==> src/hw/rtl/itp_pkg.sv <==
// shared types, constants and helper functions for the infix to postfix converter
`timescale 1ns / 1ps
`default_nettype none

package itp_pkg;

  // stack geometry and operand masking
  localparam int unsigned STACK_DEPTH  = 16;
  localparam int unsigned OPERAND_BITS = 32;
  localparam int unsigned PTR_W        = $clog2(STACK_DEPTH);
  localparam int unsigned CNT_W        = $clog2(STACK_DEPTH + 1);
  localparam int unsigned STK_W        = 3;
  localparam int unsigned VALUE_W      = 32;

  // input token kinds
  typedef enum logic [3:0] {
    KIND_OPERAND = 4'd0,
    KIND_ADD     = 4'd1,
    KIND_SUB     = 4'd2,
    KIND_MUL     = 4'd3,
    KIND_DIV     = 4'd4,
    KIND_MOD     = 4'd5,
    KIND_POW     = 4'd6,
    KIND_LPAREN  = 4'd7,
    KIND_RPAREN  = 4'd8,
    KIND_END     = 4'd9,
    KIND_IGNORED = 4'd10
  } kind_e;

  // stack entry and output kind codes
  localparam logic [STK_W-1:0] STK_LPAREN  = 3'd7;
  localparam logic [2:0]       OUT_OPERAND = 3'd0;
  localparam logic [2:0]       OUT_END     = 3'd7;

  // payload structs
  typedef struct packed {
    logic [3:0]         token_kind;
    logic [VALUE_W-1:0] operand_value;
  } in_t;

  typedef struct packed {
    logic [2:0]         out_kind;
    logic [VALUE_W-1:0] out_value;
    logic               overflow;
    logic               last;
  } out_t;

  // operator precedence, a stacked paren and other codes get zero
  function automatic logic [1:0] prec_of(input logic [STK_W-1:0] kind);
    logic [1:0] p;
    unique case (kind)
      3'd1, 3'd2:       p = 2'd1;
      3'd3, 3'd4, 3'd5: p = 2'd2;
      3'd6:             p = 2'd3;
      default:          p = 2'd0;
    endcase
    return p;
  endfunction

  // keep only the low OPERAND_BITS of an operand
  function automatic logic [VALUE_W-1:0] operand_mask(input logic [VALUE_W-1:0] v);
    logic [VALUE_W-1:0] m;
    for (int i = 0; i < VALUE_W; i++) begin
      m[i] = (i < OPERAND_BITS) ? v[i] : 1'b0;
    end
    return m;
  endfunction

endpackage

`default_nettype wire

==> src/hw/rtl/infix_to_postfix_converter.sv <==
// shunting-yard infix to postfix converter with the operator stack in a ram
// an accepted operand goes through the pending register and then the output register
// each stack entry read goes through ST_READ (ram read), then ST_EVAL (evaluate)
// items with no stack read pass ST_IDLE, ST_READ and ST_FINISH; each entry read adds ST_READ and ST_EVAL
// one item is in work at a time; the output register lets the next item enter early
// reset: async active low, clears stack count, overflow flag and all handshake state
`timescale 1ns / 1ps
`default_nettype none

module infix_to_postfix_converter
  import itp_pkg::*;
(
  input  wire logic clk_i,
  input  wire logic rst_ni,
  input  wire logic in_valid_i,
  output logic      in_stall_o,
  input  wire in_t  in_data_i,
  output logic      out_valid_o,
  input  wire logic out_stall_i,
  output out_t      out_data_o
);

  typedef enum logic [3:0] {
    ST_IDLE   = 4'b0001,
    ST_READ   = 4'b0010,
    ST_EVAL   = 4'b0100,
    ST_FINISH = 4'b1000
  } state_e;

  state_e             state_q, state_d;
  logic [3:0]         kind_q, kind_d;
  logic [VALUE_W-1:0] val_q, val_d;
  logic [CNT_W-1:0]   cnt_q, cnt_d;
  logic               ovf_q, ovf_d;
  logic               pend_valid_q, pend_valid_d;
  out_t               pend_q, pend_d;
  logic               out_valid_q, out_valid_d;
  out_t               out_q, out_d;

  logic               rd_en;
  logic [PTR_W-1:0]   rd_addr;
  logic               wr_en;
  logic [STK_W-1:0]   rd_data;
  logic [CNT_W-1:0]   cnt_m1;
  logic               do_push;
  logic               do_emit;
  out_t               emit_res;
  logic               out_free;
  logic               emit_ok;
  logic               is_op;
  logic [STK_W-1:0]   top;

  // operator stack storage
  itp_ram #(
    .WIDTH (STK_W),
    .DEPTH (STACK_DEPTH)
  ) u_stack (
    .clk_i   (clk_i),
    .we_i    (wr_en),
    .waddr_i (cnt_q[PTR_W-1:0]),
    .wdata_i (kind_q[STK_W-1:0]),
    .re_i    (rd_en),
    .raddr_i (rd_addr),
    .rdata_o (rd_data)
  );

  assign cnt_m1   = cnt_q - CNT_W'(1);
  assign rd_addr  = cnt_m1[PTR_W-1:0];
  assign top      = rd_data;
  assign out_free = !out_valid_q || !out_stall_i;
  assign emit_ok  = !pend_valid_q || out_free;
  assign is_op    = (kind_q >= KIND_ADD) && (kind_q <= KIND_POW);

  // sequencer: emit operands, else read the top entry, evaluate it, pop or push, then flush
  always_comb begin
    state_d  = state_q;
    kind_d   = kind_q;
    val_d    = val_q;
    cnt_d    = cnt_q;
    ovf_d    = ovf_q;
    rd_en    = 1'b0;
    wr_en    = 1'b0;
    do_push  = 1'b0;
    do_emit  = 1'b0;
    emit_res = '{out_kind: OUT_OPERAND, out_value: '0, overflow: ovf_q, last: 1'b0};

    unique case (state_q)
      ST_IDLE: begin
        if (in_valid_i) begin
          kind_d  = in_data_i.token_kind;
          val_d   = in_data_i.operand_value;
          state_d = ST_READ;
        end
      end
      ST_READ: begin
        priority if (kind_q == KIND_OPERAND) begin
          if (emit_ok) begin
            do_emit            = 1'b1;
            emit_res.out_value = operand_mask(val_q);
            state_d            = ST_FINISH;
          end
        end else if (kind_q == KIND_LPAREN) begin
          do_push = 1'b1;
          state_d = ST_FINISH;
        end else if (is_op || kind_q == KIND_RPAREN || kind_q == KIND_END) begin
          if (cnt_q != '0) begin
            rd_en   = 1'b1;
            state_d = ST_EVAL;
          end else if (is_op) begin
            do_push = 1'b1;
            state_d = ST_FINISH;
          end else if (kind_q == KIND_END) begin
            if (emit_ok) begin
              do_emit           = 1'b1;
              emit_res.out_kind = OUT_END;
              ovf_d             = 1'b0;
              state_d           = ST_FINISH;
            end
          end else begin
            state_d = ST_FINISH;
          end
        end else begin
          state_d = ST_FINISH;
        end
      end
      ST_EVAL: begin
        priority if (kind_q == KIND_RPAREN) begin
          if (top == STK_LPAREN) begin
            cnt_d   = cnt_m1;
            state_d = ST_FINISH;
          end else if (emit_ok) begin
            do_emit           = 1'b1;
            emit_res.out_kind = top;
            cnt_d             = cnt_m1;
            state_d           = ST_READ;
          end
        end else if (kind_q == KIND_END) begin
          if (top == STK_LPAREN) begin
            cnt_d   = cnt_m1;
            state_d = ST_READ;
          end else if (emit_ok) begin
            do_emit           = 1'b1;
            emit_res.out_kind = top;
            cnt_d             = cnt_m1;
            state_d           = ST_READ;
          end
        end else begin
          if (top != STK_LPAREN && prec_of(top) >= prec_of(kind_q[STK_W-1:0])) begin
            if (emit_ok) begin
              do_emit           = 1'b1;
              emit_res.out_kind = top;
              cnt_d             = cnt_m1;
              state_d           = ST_READ;
            end
          end else begin
            do_push = 1'b1;
            state_d = ST_FINISH;
          end
        end
      end
      ST_FINISH: begin
        if (!pend_valid_q || out_free) begin
          state_d = ST_IDLE;
        end
      end
      default: state_d = ST_IDLE;
    endcase

    // push onto the stack, a full stack drops the token and sets the flag
    if (do_push) begin
      if (cnt_q >= CNT_W'(STACK_DEPTH)) begin
        ovf_d = 1'b1;
      end else begin
        wr_en = 1'b1;
        cnt_d = cnt_q + CNT_W'(1);
      end
    end
  end

  // pending result holds back one result so the final one can carry last
  always_comb begin
    pend_valid_d = pend_valid_q;
    pend_d       = pend_q;
    out_valid_d  = out_valid_q && out_stall_i;
    out_d        = out_q;
    if (do_emit) begin
      if (pend_valid_q) begin
        out_valid_d = 1'b1;
        out_d       = pend_q;
      end
      pend_valid_d = 1'b1;
      pend_d       = emit_res;
    end else if (state_q == ST_FINISH && pend_valid_q && out_free) begin
      out_valid_d  = 1'b1;
      out_d        = pend_q;
      out_d.last   = 1'b1;
      pend_valid_d = 1'b0;
    end
  end

  // control registers
  always_ff @(posedge clk_i or negedge rst_ni) begin
    if (!rst_ni) begin
      state_q      <= ST_IDLE;
      cnt_q        <= '0;
      ovf_q        <= 1'b0;
      pend_valid_q <= 1'b0;
      out_valid_q  <= 1'b0;
    end else begin
      state_q      <= state_d;
      cnt_q        <= cnt_d;
      ovf_q        <= ovf_d;
      pend_valid_q <= pend_valid_d;
      out_valid_q  <= out_valid_d;
    end
  end

  // payload registers
  always_ff @(posedge clk_i) begin
    kind_q <= kind_d;
    val_q  <= val_d;
    pend_q <= pend_d;
    out_q  <= out_d;
  end

  assign in_stall_o  = (state_q != ST_IDLE);
  assign out_valid_o = out_valid_q;
  assign out_data_o  = out_q;

endmodule

`default_nettype wire

==> src/hw/rtl/itp_ram.sv <==
// generic single write, single read port ram with registered read data
`timescale 1ns / 1ps
`default_nettype none

module itp_ram #(
  parameter int unsigned WIDTH = 8,
  parameter int unsigned DEPTH = 16
) (
  input  wire logic                     clk_i,
  input  wire logic                     we_i,
  input  wire logic [$clog2(DEPTH)-1:0] waddr_i,
  input  wire logic [WIDTH-1:0]         wdata_i,
  input  wire logic                     re_i,
  input  wire logic [$clog2(DEPTH)-1:0] raddr_i,
  output logic      [WIDTH-1:0]         rdata_o
);

  logic [WIDTH-1:0] mem_q [DEPTH];
  logic [WIDTH-1:0] rdata_q;

  // write port
  always_ff @(posedge clk_i) begin
    if (we_i) begin
      mem_q[waddr_i] <= wdata_i;
    end
  end

  // registered read port, data holds until the next read
  always_ff @(posedge clk_i) begin
    if (re_i) begin
      rdata_q <= mem_q[raddr_i];
    end
  end

  assign rdata_o = rdata_q;

endmodule

`default_nettype wire
==> config.mk <==
export PLATFORM = sky130hd
export DESIGN_NAME = infix_to_postfix_converter
export DESIGN_NICKNAME = d
export VERILOG_FILES = /design/src/hw/rtl/itp_pkg.sv /design/src/hw/rtl/infix_to_postfix_converter.sv /design/src/hw/rtl/itp_ram.sv
export SDC_FILE = /design/constraint.sdc
export NUM_CORES = 1
export LEC_CHECK = 0
export ABC_AREA = 1
export BUFFER_PORTS_ARGS = -buffer_cell sky130_fd_sc_hd__buf_2
export CAP_MARGIN = 40
export CORE_ASPECT_RATIO = 1.2
export CORE_MARGIN = 2
export CORE_UTILIZATION = 45
export DETAILED_ROUTE_END_ITERATION = 10
export SYNTH_ARGS = -nofsm -noshare
export SYNTH_HDL_FRONTEND = slang
export SYNTH_SLANG_ARGS = --single-unit
==> constraint.sdc <==
create_clock -name clk_i -period 4.7 [get_ports clk_i]
set_clock_uncertainty 0.05 [all_clocks]
set_input_delay 0.47 -clock clk_i [delete_from_list [all_inputs] [get_ports clk_i]]
set_output_delay 0.47 -clock clk_i [all_outputs]
set_load 0.01 [all_outputs]
; Word-level counts from Yosys, hierarchy flattened
; Memory sizes are Yosys's and may differ from the RTL's. A register that Yosys moved wholly into a read port is not among the register bits.
; Index checks and enable logic that the tools add are counted.
; W data, S select, Z words.
[totals]
reg_bits = 121
ramBits = 48
input_bits = 40
out_inout_bits = 39
word_cells = 162
memories = 1
[classes]
n_addsub = 2
magnitude_cmp = 4
n_eq_ne = 25
muxes = 93
reduce_logical = 23
[memory_table]
columns = name, words, word_bits, rd, rd_clocked_by_memory_dff, write_ports, line_no
row1 = u_stack.mem_q, 16, 3, 1, 1, 1, itp_ram.sv:18  ; logic [WIDTH-1:0] mem_q [DEPTH];
[op_table]
columns = cell, count
row1 = $mux W37, 3
row2 = $mux W4, 15
row3 = $mux W1, 43
row4 = $mux W5, 8
row5 = $mux W3, 12
row6 = $eq A3 B3 Y1 const B, 7
row7 = $pmux W4 S4, 1
row8 = $eq A3 B2 Y1 const B, 4
row9 = $eq A4 B4 Y1 const B, 3
row10 = $mux W2, 6
row11 = $pmux W2 S3, 2
row12 = $eq A4 B3 Y1 const B, 2
row13 = $eq A3 B1 Y1 const B, 2
row14 = $ne A2 B2 Y1 const B, 3
row15 = $pmux W3 S2, 1
row16 = $reduce_and A2 Y1, 3
row17 = $reduce_or A3 Y1, 2
row18 = $add A5 B1 Y5 const B, 1
row19 = $ge A5 B5 Y1 const B, 1
row20 = $logic_and A1 B1 Y1, 5
row21 = $reduce_bool A5 Y1, 1
row22 = $sub A5 B1 Y5 const B, 1
row23 = $eq A4 B1 Y1 const B, 1
row24 = $eq A4 B2 Y1 const B, 1
row25 = 12 further kinds, 19

; Logic depth before layout (Yosys ltp)
[depth]
word_depth = 15
mapped_depth = 16
depth_no_buf = 16

; Cells and area by module
; Synthesis repeated with hierarchy kept, for this count alone.
[unflattened]
cells_unflattened = 572
area_unflattened_um2 = 6946.7
[by_module_without_submodules]
columns = module, n_inst, cells_each, area_per_inst_um2, seq_area_each_um2
row1 = infix_to_postfix_converter, 1, 348, 4677.0, 3574.7
row2 = itp_ram, 1, 224, 2269.7, 1531.5

; Least setup slack after synthesis
; OpenSTA, ideal clock, no wires.
[synth_path]
path_type = register to register
start = register kind_q[2]
end = register out_q, in the netlist out_data_o[0] (enable)
arrival_ns = 3.038
required_ns = 4.139
slack_ns = 1.101
stages_incl_launch_ff = 11
n_path_buf = 0
path_cell_list = edfxtp_1 inv_1 a21oi_1 a21oi_1 ha_1 o21ai_0 nand3_1 nand4_2 nand3_2 nand2_1 nand2_1
[synth_between]
elab_chain_cells = 14
word_cells_on_any_way = 36
[synth_rtl]
columns = item, line_no
row1 = "start, declared", infix_to_postfix_converter.sv:31  ; logic [3:0] kind_q, kind_d;
row2 = "start signal, assigned", infix_to_postfix_converter.sv:220  ; kind_q <= kind_d;
row3 = $eq A3 B2 Y1 (tied with other cells), itp_pkg.sv:51  ; unique case (kind)
row4 = $reduce_or A3 Y1 or $reduce_or A2 Y1 (tied branches), itp_pkg.sv:51
row5 = $pmux W2 S3, itp_pkg.sv:51
row6 = $mux W2, infix_to_postfix_converter.sv:137  ; end else if (kind_q == KIND_END) begin
row7 = $mux W2, infix_to_postfix_converter.sv:127  ; priority if (kind_q == KIND_RPAREN) begin
row8 = $mux W2, infix_to_postfix_converter.sv:87  ; unique case (state_q)
row9 = $ge A2 B2 Y1, infix_to_postfix_converter.sv:148  ; if (top != STK_LPAREN && prec_of(top) >= prec_of(kind_q[STK_W-1:0])) begin
row10 = $logic_and A1 B1 Y1, infix_to_postfix_converter.sv:148
row11 = $mux W1, infix_to_postfix_converter.sv:148
row12 = $mux W1, infix_to_postfix_converter.sv:137
row13 = $mux W1, infix_to_postfix_converter.sv:127
row14 = $pmux W1 S2 (*), infix_to_postfix_converter.sv:87
row15 = net do_emit, infix_to_postfix_converter.sv:46  ; logic do_emit;
row16 = $ne A2 B2 Y1 (no line) or $reduce_bool A2 Y1 (tied branches), n/a
row17 = $reduce_and A2 Y1 (no line) (*), n/a
row18 = "end signal, assigned", infix_to_postfix_converter.sv:223  ; out_q <= out_d;
row19 = "end, declared", infix_to_postfix_converter.sv:38  ; out_t out_q, out_d;
; Mark *: on every way through the listed nets, which the timed path passes. The rest lies on a longest branch. The select of a mux whose other input is x is not followed.
; A chain may end at the register's enable or synchronous reset.

; Worst setup path in the final report
[layout_path]
start = register cnt_q[0]
end = register u_stack.rdata_q[2] (netlist: u_stack.rdata_o[2]), read port of u_stack.mem_q, data pin
[layout_between]
elab_chain_cells = 6
word_cells_on_any_way = 7
[layout_rtl]
columns = item, line_no
row1 = "start, declared", infix_to_postfix_converter.sv:33  ; logic [CNT_W-1:0] cnt_q, cnt_d;
row2 = "start signal, assigned", infix_to_postfix_converter.sv:211  ; cnt_q <= cnt_d;
row3 = $reduce_bool A5 Y1, infix_to_postfix_converter.sv:106  ; if (cnt_q != '0) begin
row4 = $mux W1, infix_to_postfix_converter.sv:106
row5 = $mux W1, infix_to_postfix_converter.sv:105  ; end else if (is_op || kind_q == KIND_RPAREN || kind_q == KIND_END) begin
row6 = $mux W1, infix_to_postfix_converter.sv:102  ; end else if (kind_q == KIND_LPAREN) begin
row7 = $mux W1, infix_to_postfix_converter.sv:96  ; priority if (kind_q == KIND_OPERAND) begin
row8 = $mux W1, infix_to_postfix_converter.sv:87
row9 = "end, declared", itp_ram.sv:19  ; logic [WIDTH-1:0] rdata_q;
; Parallel ways exist; a longest one is shown, timed or not.

==> impl_metrics.ini <==
[logic_synthesis]
synth_ff_type = edfxtp_1
synth_cell_types = 35
syn-mean-instance-area_um2 = 13.3
yosysSeqAreaShare_pct = 75.3
synth_cells = 512
synth-seq-cells = 172
yosysTopAreaCell = edfxtp_1
synth_nets = 559
synthArstFlopShare_pct = 6.98
synthesis.area_um2 = 6790
yosysWarnings = 0
synth_top_area_share_pct = 70.8
synth_area_leaders = edfxtp_1 71%, nor2_1 5.4%, dfrtp_1 4.1%, inv_1 3.1%, o21ai_0 2.8%
synth_edf_count = 160

[finish]
multi_input_area_um2 = 1370
final_nets = 649
final_core_util_pct = 54.0
fillers = 1238
diodes = 0
syn_to_final_growth_pct = 18.6
layout-drive-gt1-share_pct = 24.2
seq_area_um2 = 5110

[sta]
finalSetupViolCount = 0
tightest_slew_ns = 0.879
fmaxAchievable_ghz = 0.317
fin_setup_tns_ns = 0
maxSlewViolCount = 0
slew_headroom_pct = 41.4
final_hold_viol_count = 0
min_period_ns = 3.15
rsz0062_at_grt = no
fin_crit_sh_pct = 67.1
whs_ns = 0.172

[cts]
post_cts_buffers = 0
cts_hold_buf = 1
cts_tree = yes
cts.repair.resized = 0
cts_max_path_buffers = 2
htreeDepth = 4
cts_root_buf = clkbuf_16
tritoncts.num_buffers = 17
clock_sinks = 172
clk_latency_ns = 0.42
cts.clk_slew.worst_paths_ns = 0.06

[detailed_routing]
drt-total-wl_um = 12300
wire_per_inst_um = 15.1
drt-pass1-iter-count = 4
vias_per_cell = 4.84
first_iter_violations = 213
vias = 3965
drc_errors = 0
antenna_left = 0

[critical_path]
end_kind = flip-flop
timing.critical_path.buf_inv = 1
cp_cell_sequence = inv_2 > ha_1 > o21ai_0 > o21ai_0 > o21ai_0 > o21ai_0
worst_setup_path_start_kind = flip-flop
crit_type = flip-flop to flip-flop
path_max_fanout = 29
arrival_ns = 3.34
crit_slowest_cell = dfrtp_1
crit_top_cell = o21ai_0
worst_path_largest_cell_delay_ns = 0.92
crit_required_ns = 4.89
crit_family = flip-flops

[power_and_ir_drop]
leakagePower_nw = 3.09
p_comb_share_pct = 18.2
power.total_mw = 4.16
p_int_mw = 2.97
p_clk_share_pct = 33.5
switching_share_pct = 28.5
power_density_nw_per_um2 = 517
p_sw_mw = 1.19
max-vdd-ir-drop_mv = 0.260
seqPwrFrac_pct = 48.3

[placed_design]
dp_hpwl_um = 8400
globalplace.congestion = 0.915
io_buffers = 78

[global_routing]
grt_use_met3_pct = 4.21
grt.busiest_layer = met2
use_met2_pct = 28.8
groute.usage.overall_pct = 16.3
antenna_found_initial = 0
grtUsageMet1_pct = 17.8
grt_pass1_wl_um = 19600
grt_pass1_vias = 4040
overflow = 0
grt_max_degree = 38

[die]
die_x_um = 116
io_pins = 79
coreArea_um2 = 14900
die_area_um2 = 16100
initial_core_util_pct = 45.5
rows = 49
fp.dieH_um = 139

[status]
run_status = completed

[run]
maxCapViolations = 0

[worst_hold_path]
worstHoldPathType = primary input to flip-flop
==> cell families after synthesis <==
group / count (synthesis) / share of synthesized area [%]
XOR/XNOR: 4 / 0.627
buffers and inverters: 79 / 4.74
adder cells (fa/ha/maj): 7 / 1.29
AO/OA/AOI/OAI: 62 / 5.00
AND/OR/NAND/NOR: 188 / 13.1
flip-flops: 172 / 75.3
==> cells in the final DEF, fill, tap and decap left out, types with 6 or more instances in the layout <==
cell type	n
edfxtp_1	160
nor2_1	96
buf_2	78
inv_1	56
nand2_1	40
o21ai_0	38
nand3_1	20
clkbuf_16	17
dfrtp_1	11
inv_2	9
o21ai_1	8
ha_1	7
nand2_4	6
o211ai_1	6
==> worst register-to-register path: cells and delay by family (launching register included) <==
kind,cells,cell delay [ns]
DFF,1,0.92
adders and majority gates,1,0.88
AOI/OAI and AO/OA,4,0.71
buffers and inverters,1,0.42
==> power by group through the flow <==
stage	clock network (mW)	registers, mW	logic [mW]
6_report	1.39	2.01	0.756
5_1_grt	1.49	2.03	0.867
4_1_cts	1.43	2.01	0.766
3_5_place_dp	0	2.04	0.762
3_3_place_gp	0	2.03	0.732
2_1_floorplan	0	1.98	0.593
==> sequential cells by signal, summed over array words and instances (netlist names) <==
signal / count
pend_valid_q: 1
cnt_q: 5
u_stack.mem_q: 48
pend_q: 36
state_q: 4
val_q: 32
u_stack.rdata_o: 3
kind_q: 4
ovf_q: 1
out_data_o: 37
out_valid_o: 1
==> cells in the mapped netlist (4+ instances only) <==
master / number
o211ai_1: 6
edfxtp_1: 160
ha_1: 7
a21oi_1: 5
nor2_4: 4
nand4_1: 5
o21ai_0: 38
o21ai_1: 8
nand2_4: 6
inv_1: 56
nor2_1: 97
buf_2: 7
dfrtp_1: 11
nand2_1: 40
nand2_2: 4
nand3_1: 20
inv_2: 9
==> cell type report <==
type	instances	area share [%]
clock inverters	14	2.08
clock buffers	18	5.33
inverters	67	3.22
repair buffers	83	5.75
flip-flops and latches	172	63.5
multi-input cells	261	17.0
well taps	204	3.17
==> per-stage QoR <==
step | worst slack, ns | cell area, um^2 | std cells
2_1_floorplan | 1.10 | 6790 | 512
3_3_place_gp | 1.62 | 7390 | 784
3_5_place_dp | 1.55 | 7440 | 786
4_1_cts | 1.56 | 8050 | 819
5_1_grt | 1.19 | 8050 | 819
6_report | 1.55 | 8050 | 819
==> final timing paths <==
kind / startpoint / to / slack (ns) / cells after the start
min in group asynchronous: rst_ni / cnt_q[1]$_DFF_PN0_ / 0.41 / 2
worst max register to register: cnt_q[0]$_DFF_PN0_ / u_stack.rdata_o[2]$_DFFE_PP_ / 1.55 / 6
worst min register to register: pend_q[31]$_SDFFCE_PN0P_ / out_data_o[31]$_DFFE_PP_ / 0.37 / 0
worst max-delay path: cnt_q[0]$_DFF_PN0_ / u_stack.rdata_o[2]$_DFFE_PP_ / 1.55 / 6
worst min-delay path: in_data_i[28] / val_q[28]$_DFFE_PP_ / 0.17 / 1
max in group asynchronous: rst_ni / state_q[0]$_DFFE_PN1P_ / 3.91 / 2
==> layer usage <==
metal	vias to the layer above	routed length, um
li1	1950	-
met1	1884	4830
met2	110	6630
met3	21	594
met4	0	279
met5	-	0
Note: power is estimated with default switching activity, not from simulation.
